===== config.mk =====
export PLATFORM = sky130hd
export DESIGN_NAME = http_chunked_body_decoder_top
export DESIGN_NICKNAME = d
export VERILOG_FILES = /design/src/rtl/core/hcbd_pkg.sv /design/src/rtl/core/hcbd_step.sv /design/src/rtl/core/http_chunked_body_decoder_top.sv
export SDC_FILE = /design/constraint.sdc
export NUM_CORES = 1
export LEC_CHECK = 0
export ABC_AREA = 1
export BUFFER_PORTS_ARGS = -buffer_cell sky130_fd_sc_hd__buf_2
export CAP_MARGIN = 40
export CORE_MARGIN = 1.5
export CORE_UTILIZATION = 49
export DETAILED_ROUTE_END_ITERATION = 8
export PLACE_DENSITY = 0.7
export SLEW_MARGIN = 40
export SYNTH_ARGS = -nofsm -noshare
export SYNTH_HDL_FRONTEND = slang
export SYNTH_SLANG_ARGS = --single-unit

===== constraint.sdc =====
create_clock -name clk -period 2.65 [get_ports clk]
set_input_delay 0 -clock clk [delete_from_list [all_inputs] [get_ports clk]]
set_output_delay 0 -clock clk [all_outputs]
set_load 0.05 [all_outputs]

===== src/rtl/core/hcbd_pkg.sv =====
package hcbd_pkg;

	localparam int unsigned COUNT_WIDTH = 32;

	localparam logic [7:0] CH_CR = 8'h0D;
	localparam logic [7:0] CH_LF = 8'h0A;

	typedef enum logic [2:0] {
		PH_SIZE    = 3'd0,
		PH_EXT     = 3'd1,
		PH_DATA    = 3'd2,
		PH_DATA_CR = 3'd3,
		PH_DATA_LF = 3'd4,
		PH_DONE    = 3'd5
	} phase_t;

	typedef struct packed {
		phase_t                 phase;
		logic [COUNT_WIDTH-1:0] count;
		logic                   digit_seen;
		logic                   error;
	} dec_state_t;

	typedef struct packed {
		logic       is_hex;
		logic [3:0] value;
	} hex_t;

	function automatic hex_t hex_decode(input logic [7:0] c);
		hex_t h;
		h.is_hex = 1'b1;
		h.value  = 4'd0;
		if (c >= 8'h30 && c <= 8'h39) begin
			h.value = 4'(c - 8'h30);
		end else if (c >= 8'h61 && c <= 8'h66) begin
			h.value = 4'(c - 8'h57);
		end else if (c >= 8'h41 && c <= 8'h46) begin
			h.value = 4'(c - 8'h37);
		end else begin
			h.is_hex = 1'b0;
		end
		return h;
	endfunction

endpackage


===== src/rtl/core/hcbd_step.sv =====
module hcbd_step (
	input  hcbd_pkg::dec_state_t cur,
	input  logic [7:0]           c,
	output hcbd_pkg::dec_state_t nxt,
	output logic                 pay_valid,
	output logic [7:0]           pay_byte
);

	// Fresh size line state, used after a chunk's data delimiter or where it is missing
	function automatic hcbd_pkg::dec_state_t fresh_line(input hcbd_pkg::dec_state_t s);
		hcbd_pkg::dec_state_t r;
		r            = s;
		r.phase      = hcbd_pkg::PH_SIZE;
		r.count      = '0;
		r.digit_seen = 1'b0;
		return r;
	endfunction

	function automatic hcbd_pkg::dec_state_t end_line(input hcbd_pkg::dec_state_t s);
		hcbd_pkg::dec_state_t r;
		r       = s;
		r.phase = (s.count == '0) ? hcbd_pkg::PH_DONE : hcbd_pkg::PH_DATA;
		return r;
	endfunction

	function automatic hcbd_pkg::dec_state_t size_byte(input hcbd_pkg::dec_state_t s,
			input logic [7:0] b);
		hcbd_pkg::dec_state_t r;
		hcbd_pkg::hex_t       h;
		r = s;
		h = hcbd_pkg::hex_decode(b);
		if (h.is_hex) begin
			// another digit would push bits out of the top nibble
			if (s.count[hcbd_pkg::COUNT_WIDTH-1 -: 4] != 4'd0) begin
				r.error = 1'b1;
			end else begin
				r.count      = {s.count[hcbd_pkg::COUNT_WIDTH-5:0], h.value};
				r.digit_seen = 1'b1;
			end
		end else if (!s.digit_seen) begin
			r.error = 1'b1;
		end else if (b == hcbd_pkg::CH_LF) begin
			r = end_line(s);
		end else begin
			r.phase = hcbd_pkg::PH_EXT;
		end
		return r;
	endfunction

	logic [hcbd_pkg::COUNT_WIDTH-1:0] count_dec;

	assign count_dec = cur.count - hcbd_pkg::COUNT_WIDTH'(1);

	always_comb begin
		nxt       = cur;
		pay_valid = 1'b0;
		pay_byte  = 8'h00;
		if (!cur.error) begin
			case (cur.phase)
				hcbd_pkg::PH_SIZE: begin
					nxt = size_byte(cur, c);
				end
				hcbd_pkg::PH_EXT: begin
					if (c == hcbd_pkg::CH_LF) begin
						nxt = end_line(cur);
					end
				end
				hcbd_pkg::PH_DATA: begin
					pay_valid = 1'b1;
					pay_byte  = c;
					nxt.count = count_dec;
					if (count_dec == '0) begin
						nxt.phase = hcbd_pkg::PH_DATA_CR;
					end
				end
				hcbd_pkg::PH_DATA_CR: begin
					if (c == hcbd_pkg::CH_CR) begin
						nxt.phase = hcbd_pkg::PH_DATA_LF;
					end else if (c == hcbd_pkg::CH_LF) begin
						nxt = fresh_line(cur);
					end else begin
						nxt = size_byte(fresh_line(cur), c);
					end
				end
				hcbd_pkg::PH_DATA_LF: begin
					if (c == hcbd_pkg::CH_LF) begin
						nxt = fresh_line(cur);
					end else begin
						nxt = size_byte(fresh_line(cur), c);
					end
				end
				hcbd_pkg::PH_DONE: begin
					nxt = cur;
				end
				default: begin
					nxt = size_byte(fresh_line(cur), c);
				end
			endcase
		end
	end

endmodule


===== src/rtl/core/http_chunked_body_decoder_top.sv =====
// HTTP/1.1 chunked body decoder.
// Input channel: body_valid/body_ready carry one raw body byte per beat.
// Output channel: result_valid/result_ready carry exactly one result per input
// beat: payload_valid/payload_byte (payload_byte is zero for non-payload
// bytes), body_done once the zero-size chunk line has ended, and the sticky
// format_error flag.
// The result of an input beat is registered and appears in the cycle after the beat is taken.
// Throughput: one byte per cycle while results are taken; the parser state and the
// result register update in the same cycle, so the size shift-add/compare and the
// data down-counter are the per-cycle path.
// A new byte is taken while a result waits, as long as the result is taken
// in that same cycle; if result_ready stays low the held result blocks the
// input and body_ready drops until the result is taken.
// Reset (arst_n low) returns the parser to the start of a size line and
// clears the done and error flags; no result is pending afterwards.
module http_chunked_body_decoder_top (
	input  logic       clk,
	input  logic       arst_n,
	input  logic       body_valid,
	output logic       body_ready,
	input  logic [7:0] body_byte,
	output logic       result_valid,
	input  logic       result_ready,
	output logic       payload_valid,
	output logic [7:0] payload_byte,
	output logic       body_done,
	output logic       format_error
);

	hcbd_pkg::dec_state_t state_q;
	hcbd_pkg::dec_state_t state_nxt;
	logic                 pay_valid_nxt;
	logic [7:0]           pay_byte_nxt;
	logic                 out_valid_q;
	logic                 pay_valid_q;
	logic [7:0]           pay_byte_q;
	logic                 done_q;
	logic                 err_q;
	logic                 in_beat;

	assign body_ready = !out_valid_q || result_ready;
	assign in_beat    = body_valid && body_ready;

	hcbd_step u_step (
		.cur       (state_q),
		.c         (body_byte),
		.nxt       (state_nxt),
		.pay_valid (pay_valid_nxt),
		.pay_byte  (pay_byte_nxt)
	);

	always_ff @(posedge clk or negedge arst_n) begin
		if (!arst_n) begin
			state_q.phase      <= hcbd_pkg::PH_SIZE;
			state_q.count      <= '0;
			state_q.digit_seen <= 1'b0;
			state_q.error      <= 1'b0;
			out_valid_q        <= 1'b0;
			pay_valid_q        <= 1'b0;
			done_q             <= 1'b0;
			err_q              <= 1'b0;
		end else begin
			if (in_beat) begin
				state_q     <= state_nxt;
				out_valid_q <= 1'b1;
				pay_valid_q <= pay_valid_nxt;
				done_q      <= (state_nxt.phase == hcbd_pkg::PH_DONE) && !state_nxt.error;
				err_q       <= state_nxt.error;
			end else if (result_ready) begin
				out_valid_q <= 1'b0;
			end
		end
	end

	always_ff @(posedge clk) begin
		if (in_beat) begin
			pay_byte_q <= pay_byte_nxt;
		end
	end

	assign result_valid  = out_valid_q;
	assign payload_valid = pay_valid_q;
	assign payload_byte  = pay_byte_q;
	assign body_done     = done_q;
	assign format_error  = err_q;

endmodule


# Yosys cells after proc, flatten, opt, wreduce, memory -nomap -nowiden
# Index checks and enable logic that the tools add are counted.
# W data, S select, Z words.
# totals
register_bits	48
output_inout_bits	13
in_bits	12
# op_classes
addsub	4
bitwise	5
mux	43
eq_ne	12
reduce_logical	18
order_cmp	6
# ops
cell	count
$pmux W35 S6	1
$mux W34	4
$mux W37	2
$logic_not A32 Y1	2
$mux W36	1
$mux W33	1
$sub A32 B1 Y32 const B	1
$mux W1	22
$eq A8 B4 Y1 const B	2
$ge A8 B7 Y1 const B	2
$le A8 B7 Y1 const B	2
$mux W3	5
$mux W5	3
$mux W4	3
$pmux W2 S5	1
$eq A3 B3 Y1 const B	3
$ge A8 B6 Y1 const B	1
$le A8 B6 Y1 const B	1
$sub A4 B3 Y4 const B	2
$reduce_and A7 Y1	1
$eq A3 B2 Y1 const B	2
$reduce_and A6 Y1	1
$reduce_or A6 Y1	1
$logic_and A1 B1 Y1	5
other kinds (12)	19

# Logic depth before layout (Yosys ltp)
# Gate-level depths: netlist of run 1.
# depth
word_depth	16
mapped_depth	16
mapped_depth_nobuf	16

# Hierarchy
# A second synthesis of run 1 with hierarchy kept.
# unflattened
cells_unflattened	755
area_unflattened_um2	4491.8
# modules_own_cells
mod	instances	cells_each	area_each_um2	seq_area_each_um2
hcbd_step	1	575	2715.1	0.0
http_chunked_body_decoder_top	1	180	1776.7	1241.2

# Worst setup path before layout of run 1
# OpenSTA, ideal clock, no wires.
# synth_timing
path_kind	flip-flop to flip-flop
from	register out_valid_q (netlist: result_valid)
to	register state_q[9] (netlist bit)
path_buffers	3
period_less_slack_ns	2.354
path_stages_with_launch	11
t_required_ns	2.521
slack_ns	0.296
arrival_time_ns	2.225
cell_sequence	dfrtp_1 -> nand2_1 -> nand2_1 -> nor2_1 -> nand3_1 -> or2_1 -> buf_6 -> inv_2 -> buf_6 -> buf_4 -> o21ai_0
# synth_via
elab_chain_cells	4
# synth_lines
element	line_no	source
from (decl)	http_chunked_body_decoder_top.sv:34	logic out_valid_q;
from (signal assigned)	http_chunked_body_decoder_top.sv:58	out_valid_q <= 1'b0;
from (signal assigned)	http_chunked_body_decoder_top.sv:65	out_valid_q <= 1'b1;
from (signal assigned)	http_chunked_body_decoder_top.sv:70	out_valid_q <= 1'b0;
$logic_not A1 Y1	http_chunked_body_decoder_top.sv:41	assign body_ready = !out_valid_q || result_ready;
$logic_or A1 B1 Y1	http_chunked_body_decoder_top.sv:41	
named net body_ready	http_chunked_body_decoder_top.sv:20	output logic body_ready,
$logic_and A1 B1 Y1	http_chunked_body_decoder_top.sv:42	assign in_beat = body_valid && body_ready;
$reduce_and A7 Y1 (no source line)	n/a	
to (signal assigned)	http_chunked_body_decoder_top.sv:64	state_q <= state_nxt;
to (decl)	http_chunked_body_decoder_top.sv:30	hcbd_pkg::dec_state_t state_q;
# The timed path passes the listed nets, and every way through them passes these cells.
# A chain may end at the register's enable or synchronous reset.

# Final worst setup path of run 1
# layout_timing
from	register state_q[2] (netlist bit)
to	register state_q[34] (netlist bit)
# layout_via
elab_chain_cells	7
word_cells_on_any_way	11
# layout_lines
element	line_no	source
branches (longest 5 deep; another with $sub A32 B1 Y32)	n/a	
$pmux W35 S6 (*)	hcbd_step.sv:59	case (cur.phase)
$mux W37 (*)	hcbd_step.sv:58	if (!cur.error) begin
# Mark *: on every way between the ends. The select of a mux whose other input is x is not followed.

==> flow_summary_export.csv, run 1 <==
group,metric,value,unit
final_layout,postLayoutCoreUtil,55.4,%
logic_synthesis,synth_top_family_by_area,"simple AND/OR/NAND/NOR gates",
placement,port_buffers,24,
power_and_ir_drop,p_per_area,447,mW/mm2
clock_network,ctsResizeCount,0,
logic_synthesis,synth_top_cell_by_area,"dfrtp_1",
global_routing,grt_pass1_wl,15900,um
logic_synthesis,muxShareOfSynthArea,0,%
power_and_ir_drop,p_clk_share,41.2,%
die,dieArea,0.00788,mm2
sta,period_minus_slack,2.44,ns
final_layout,layout_common_cells,"164 x nand2_1, 91 x nor2_1, 61 x inv_1, 40 x dfrtp_1, 39 x o21ai_0",
logic_synthesis,ys.flop_type,"dfrtp_1",
die,initial_core_util,50.3,%
logic_synthesis,synth_area_leaders,"dfrtp_1 28%, nand2_1 17%, nor2_1 9.5%, edfxtp_1 6.7%, inv_1 6.3%",
clock_network,clock_sinks,48,
final_layout,final_common_cell,"nand2_1",
clock_network,cts_max_path_buffers,2,
detailed_routing,avgRoutedWirePerCell,14.2,um
logic_synthesis,synth_area,0.00361,mm2
power_and_ir_drop,p_int,1310,uW
flow_run,maxCapViolCount,0,
sta,fmax,410,MHz
logic_synthesis,async_flop_share,83.3,%
logic_synthesis,synth_compound_area_share,16.8,%
global_routing,grt_pass1_vias,3338,
power_and_ir_drop,ir_worst_vdd,0.270,mV
power_and_ir_drop,swShare,26.2,%
die,die_h,88.8,um
clock_network,cts_buffers,5,
logic_synthesis,synth.top_cell.area_share,27.8,%
run_status,outcome,"complete, no violations",
detailed_routing,drc_errors,0,
logic_synthesis,yosys_register_bits,48,
setup_path,rr_startpoint,"state_q[2]",
die,fp-row-count,31,
logic_synthesis,synth_fa_ha_area_share,2.43,%
power_and_ir_drop,p_leak,0.00177,uW
power_and_ir_drop,power_frac_seq,43.5,%
final_layout,area_growth_syn_to_layout,10.3,%
detailed_routing,ant_nets,0,
final_layout,layout-drive-gt1-share,8.66,%
sta,tightestPinTransition,0.588,ns
final_layout,diodes,0,
power_and_ir_drop,combPwrFrac,15.3,%
setup_path,crit_path_start_kind,"register",
global_routing,grt_max_degree,41,
detailed_routing,vias,3670,
detailed_routing,wl,9460,um
global_routing,grtUsageTotal,25.7,%
clock_network,path_clk_slew,0.09,ns
die,die_w,88.8,um
setup_path,cp.arrival,2.69,ns
logic_synthesis,syn_nets,561,
clock_network,clk_latency,0.31,ns
hold_path,hold_path_class,"in -> reg",
detailed_routing,avgViaCountPerCell,5.52,
logic_synthesis,synthXorXnorAreaFrac,2.19,%
sta,fin_skew,0.00785,ns
logic_synthesis,synth-simple-area-share,35.1,%
sta,slew_headroom,60.7,%
setup_path,worstSetupPathType,"reg -> reg",
global_routing,grt-ovfl-total,0,
clock_network,cts_tree,"yes",
sta,rsz0062_at_grt,"no",
sta,finalSetupViolCount,0,
final_layout,final_nets,584,
setup_path,crit_start,"state_q[2]",
logic_synthesis,syn_inst,542,
setup_path,path_max_fanout,9,
clock_network,cts_root_buffer,"clkbuf_8",
sta,drv_slew,0,
logic_synthesis,ys_types,32,
logic_synthesis,avgSynthCellArea,6.65,um2
global_routing,antenna_found_initial,0,
placement,hpwl,7130,um
setup_path,worstPathRequired,2.90,ns
sta,finalCritPeriodShare,92.0,%
placement,globalplace.congestion,0.918,
logic_synthesis,synth-edff-count,8,
die,core,0.00718,mm2
logic_synthesis,yosysSeqAreaShare,34.4,%
setup_path,worst_setup_path_end_kind,"register",
detailed_routing,drt-pass1-iter-count,5,
detailed_routing,drt_iter0_drc,298,
sta,hold_viol_final,0,
clock_network,htree_num_levels,2,
logic_synthesis,synth_warnings,0,
sta,tns,0,ns
die,ios,25,
power_and_ir_drop,p_sw,466,uW
hold_path,min-delay-start,"body_valid",
[power groups by stage]
stage               Clock (uW)  Combinational, uW  Sequential, uW
floorplan                    0                159             813
global placement             0                263             787
detailed placement           0                267             788
CTS                        745                270             773
global route               769                295             775
finish                     733                272             773
[through the flow]
stage                     total power, uW  instances  setup slack [ns]  instance area (um2)  hold WS (ns)
after floorplan                       972        542             0.296                 3610        -0.296
after global placement               1050        655             0.368                 3790         0.176
after detailed placement             1060        655             0.306                 3800        0.0222
after CTS                            1790        665             0.280                 3980        0.0468
after global routing                 1840        665            0.0614                 3980        0.0607
final                                1780        665             0.212                 3980        0.0486
[flip-flops by register name, summed over array words and instances (netlist names)]
register / flops
state_q: 36
payload_byte: 8
body_done: 1
format_error: 1
payload_valid: 1
result_valid: 1
[worst paths after layout]
kind / cells after the start / slack [ns] / to
max: 14 / 0.21 / state_q[34]
min: 3 / 0.05 / result_valid
max reg2reg: 14 / 0.21 / state_q[34]
min reg2reg: 2 / 0.50 / body_done
max in group asynchronous: 2 / 2.08 / state_q[7]
min in group asynchronous: 2 / 0.21 / state_q[25]
[logic make-up (layout without fill, tap and decap cells)]
| logic type | count (synthesis) | in the layout |
|---|---|---|
| AND/OR/NAND/NOR | 307 | 307 |
| AO/OA/AOI/OAI | 92 | 92 |
| buffers and inverters | 79 | 103 |
| flip-flops | 48 | 48 |
| XOR/XNOR | 9 | 9 |
| adder cells (fa/ha/maj) | 7 | 7 |
[worst max-delay path, stage by stage, from the launching register on]
cell and delay [ns]:
dfrtp_1 0.39, inv_1 0.18, ha_1 0.24, nand2_1 0.14, nor2_4 0.27, nand2_1 0.16
o21ai_0 0.22, nand2_1 0.11, nor2_1 0.12, nand2_1 0.07, nor2_1 0.09, nand3_1 0.11
nand3_1 0.13, nand3_1 0.08, nand2_1 0.07
[Yosys cell counts, types with 2 or more instances]
library cell	count
nand3b_1	2
buf_2	2
o21ai_1	12
edfxtp_1	8
o21ai_0	39
nand3_1	31
nand4_1	9
nor2_4	2
inv_1	61
xor2_1	9
ha_1	7
nand2_1	164
dfrtp_1	40
a22oi_1	4
inv_2	3
a21oi_1	5
nor2_1	91
clkbuf_1	7
buf_6	3
buf_4	2
o32ai_1	5
a32oi_1	10
o21ai_2	4
nor3_1	3
a32o_1	12
[metal layers]
metal | up-vias | track usage [%] | share of wire [%]
met3 | 13 | 2.33 | 5.8
met1 | 1681 | 35.7 | 45
met4 | 0 | 7.81 | 1.7
met2 | 149 | 42.6 | 48
met5 | - | 0 | 0
li1 | 1827 | - | -
[layout make-up]
cell class	instances	area [um2]
Clock inverter	3	90.1
Timing Repair Buffer	30	173
Fill cell	709	3200
Sequential cell	48	1240
Multi-Input combinational cell	415	2040
Tap cell	99	124
Clock buffer	5	68.8
Inverter	65	244
[timing repair]
item,CTS,global route
hold endpoints to repair,41,0
hold buffers,2,0
buffers inserted,0,0
No activity file was read; power rests on OpenSTA's default activity.
==> run 2: changes to the inputs <==
--- a/config.mk
+++ b/config.mk
@@ -6,7 +6,7 @@
 export NUM_CORES = 1
 export LEC_CHECK = 0
 export ABC_AREA = 1
-export BUFFER_PORTS_ARGS = -buffer_cell sky130_fd_sc_hd__buf_2
+export BUFFER_PORTS_ARGS = -buffer_cell sky130_fd_sc_hd__buf_4
 export CAP_MARGIN = 40
 export CORE_MARGIN = 1.5
 export CORE_UTILIZATION = 49
==> run 2 against run 1 <==
Compared with the run above: worst hold slack worse by 0.026 ns; first-iteration DRC count down 6.7%; cell count unchanged; critical path depth up 2; sequential power about the same; die area unchanged; count of clock-buffer cells in the layout unchanged; utilization up 0.14 points; non-clock buffer count unchanged; wire length up 2.2%; critical path type unchanged; largest cell class unchanged; largest power group unchanged; highest routed layer unchanged.
==> flow_summary_export.csv, run 2 (same netlist as run 1, synthesis figures left out) <==
group,metric,value,unit
sta,fin_skew,0.0107,ns
detailed_routing,avgRoutedWirePerCell,14.5,um
sta,tightestPinTransition,0.626,ns
flow_run,maxCapViolCount,0,
hold_path,hold_path_class,"in -> reg",
placement,port_buffers,24,
clock_network,cts_buffers,5,
sta,drv_slew,0,
sta,period_minus_slack,2.35,ns
detailed_routing,drt-pass1-iter-count,5,
setup_path,worst_setup_path_end_kind,"register",
die,dieArea,0.00788,mm2
final_layout,layout_common_cells,"164 x nand2_1, 91 x nor2_1, 61 x inv_1, 40 x dfrtp_1, 39 x o21ai_0",
clock_network,cts_max_path_buffers,2,
run_status,outcome,"complete, no violations",
setup_path,cp_common_cell,"nand2_1",
final_layout,layout-drive-gt1-share,8.48,%
die,initial_core_util,50.3,%
final_layout,diodes,0,
final_layout,fin_area,0.00399,mm2
global_routing,antenna_found_initial,0,
detailed_routing,drt_iter0_drc,278,
placement,globalplace.congestion,0.899,
detailed_routing,vias,3671,
setup_path,crit_path_start_kind,"register",
placement,dpl_cell_area,0.00385,mm2
placement,pre_cts_ws,0.372,ns
sta,slew_headroom,58.2,%
die,ios,25,
global_routing,grt_max_degree,41,
clock_network,clock_sinks,48,
clock_network,ctsResizeCount,0,
setup_path,cp.arrival,2.61,ns
global_routing,grt-ovfl-total,0,
power_and_ir_drop,p_leak,0.00177,uW
clock_network,cts_tree,"yes",
clock_network,htree_num_levels,2,
final_layout,regMostFlops,"state_q",
detailed_routing,drc_errors,0,
final_layout,final_common_cell,"nand2_1",
global_routing,grt_pass1_vias,3466,
sta,worst_slack,0.298,ns
power_and_ir_drop,ir_worst_vdd,0.329,mV
setup_path,worstSetupPathType,"reg -> reg",
final_layout,final_nets,584,
sta,hold_viol_final,0,
global_routing,grtUsageTotal,26.2,%
setup_path,critPathMaxStageDelay,0.40,ns
die,die_h,88.8,um
clock_network,clk_latency,0.31,ns
detailed_routing,ant_nets,0,
detailed_routing,avgViaCountPerCell,5.52,
die,fp-row-count,31,
final_layout,largest_reg_flops,36,
sta,fin_hold_ws,0.0227,ns
setup_path,worstPathRequired,2.91,ns
setup_path,cp_slowest_cell,"dfrtp_1",
global_routing,grt_pass1_wl,16100,um
sta,tns,0,ns
final_layout,area_growth_syn_to_layout,10.5,%
placement,hpwl,7030,um
die,die_w,88.8,um
sta,rsz0062_at_grt,"no",
sta,fmax,425,MHz
die,core,0.00718,mm2
power_and_ir_drop,p_per_area,405,mW/mm2
setup_path,crit_chain,"inv_1 -> ha_1 -> nand2_1 -> nor2_1 -> nand2_1 -> inv_1 -> nand2_1 -> nand2_1 -> nand2_1 -> nor2_1 -> nand2_1 -> nor2_1 -> nand3_1 -> nand3_1 -> nand3_1 -> nand2_1",
sta,finalSetupViolCount,0,
sta,finalCritPeriodShare,88.8,%
setup_path,path_max_fanout,7,
detailed_routing,wl,9670,um
clock_network,cts_root_buffer,"clkbuf_8",
clock_network,path_clk_slew,0.10,ns
-- run 2: what timing repair did --
| action | CTS | global route |
|---|---|---|
| setup buffers | 0 | 0 |
| hold buffers | 2 | 0 |
| endpoints found under the hold margin | 41 | 0 |
-- run 2: final timing paths --
check,start,to,slack (ns),cells past startpoint
worst max-delay path,state_q[2],state_q[34],0.30,16
worst min register to register,body_done,body_done,0.50,2
min in group asynchronous,arst_n,state_q[31],0.20,2
max in group asynchronous,arst_n,state_q[6],2.08,2
worst max register to register,state_q[2],state_q[34],0.30,16
worst min-delay path,body_byte[4],payload_byte[4],0.02,3
-- run 2: layout make-up --
class                   count  area, um2
flip-flops and latches     48       1240
multi-input cells         415       2040
fillers                   722       3190
well taps                  99        124
inverters                  65        244
clock buffers               5       68.8
repair buffers             30        230
clock inverters             3       42.5
-- run 2: layer usage --
| layer | track usage (%) | vias to the layer above | share of wire (%) |
|---|---|---|---|
| li1 | - | 1825 | - |
| met3 | 3.73 | 22 | 5.8 |
| met5 | 0 | - | 0 |
| met1 | 35.5 | 1685 | 46 |
| met4 | 9.38 | 0 | 2.1 |
| met2 | 42.7 | 139 | 46 |
-- run 2: per-stage QoR --
stage | power [uW] | utilization, % | instances
detailed placement | 1070 | 53.7 | 655
finish | 1620 | 55.6 | 665
global route | 1680 | 55.6 | 665
CTS | 1620 | 55.6 | 665
global placement | 1070 | 53.7 | 655
floorplan | 972 | - | 542
-- run 2: critical path, delay by kind of cell, from the launching register on --
kind                     cells  cell delay, ns
buffers and inverters        2            0.31
flip-flops                   1            0.40
AND/OR/NAND/NOR             13            1.35
adder cells (fa/ha/maj)      1            0.23
-- run 2: power breakdown --
part           total, uW  switching, uW  internal [uW]  leakage, uW
Combinational        286            198           88.3      0.00119
Sequential           773           11.4            762     0.000524
Clock                557            277            280    0.0000558
Total               1620            486           1130      0.00177
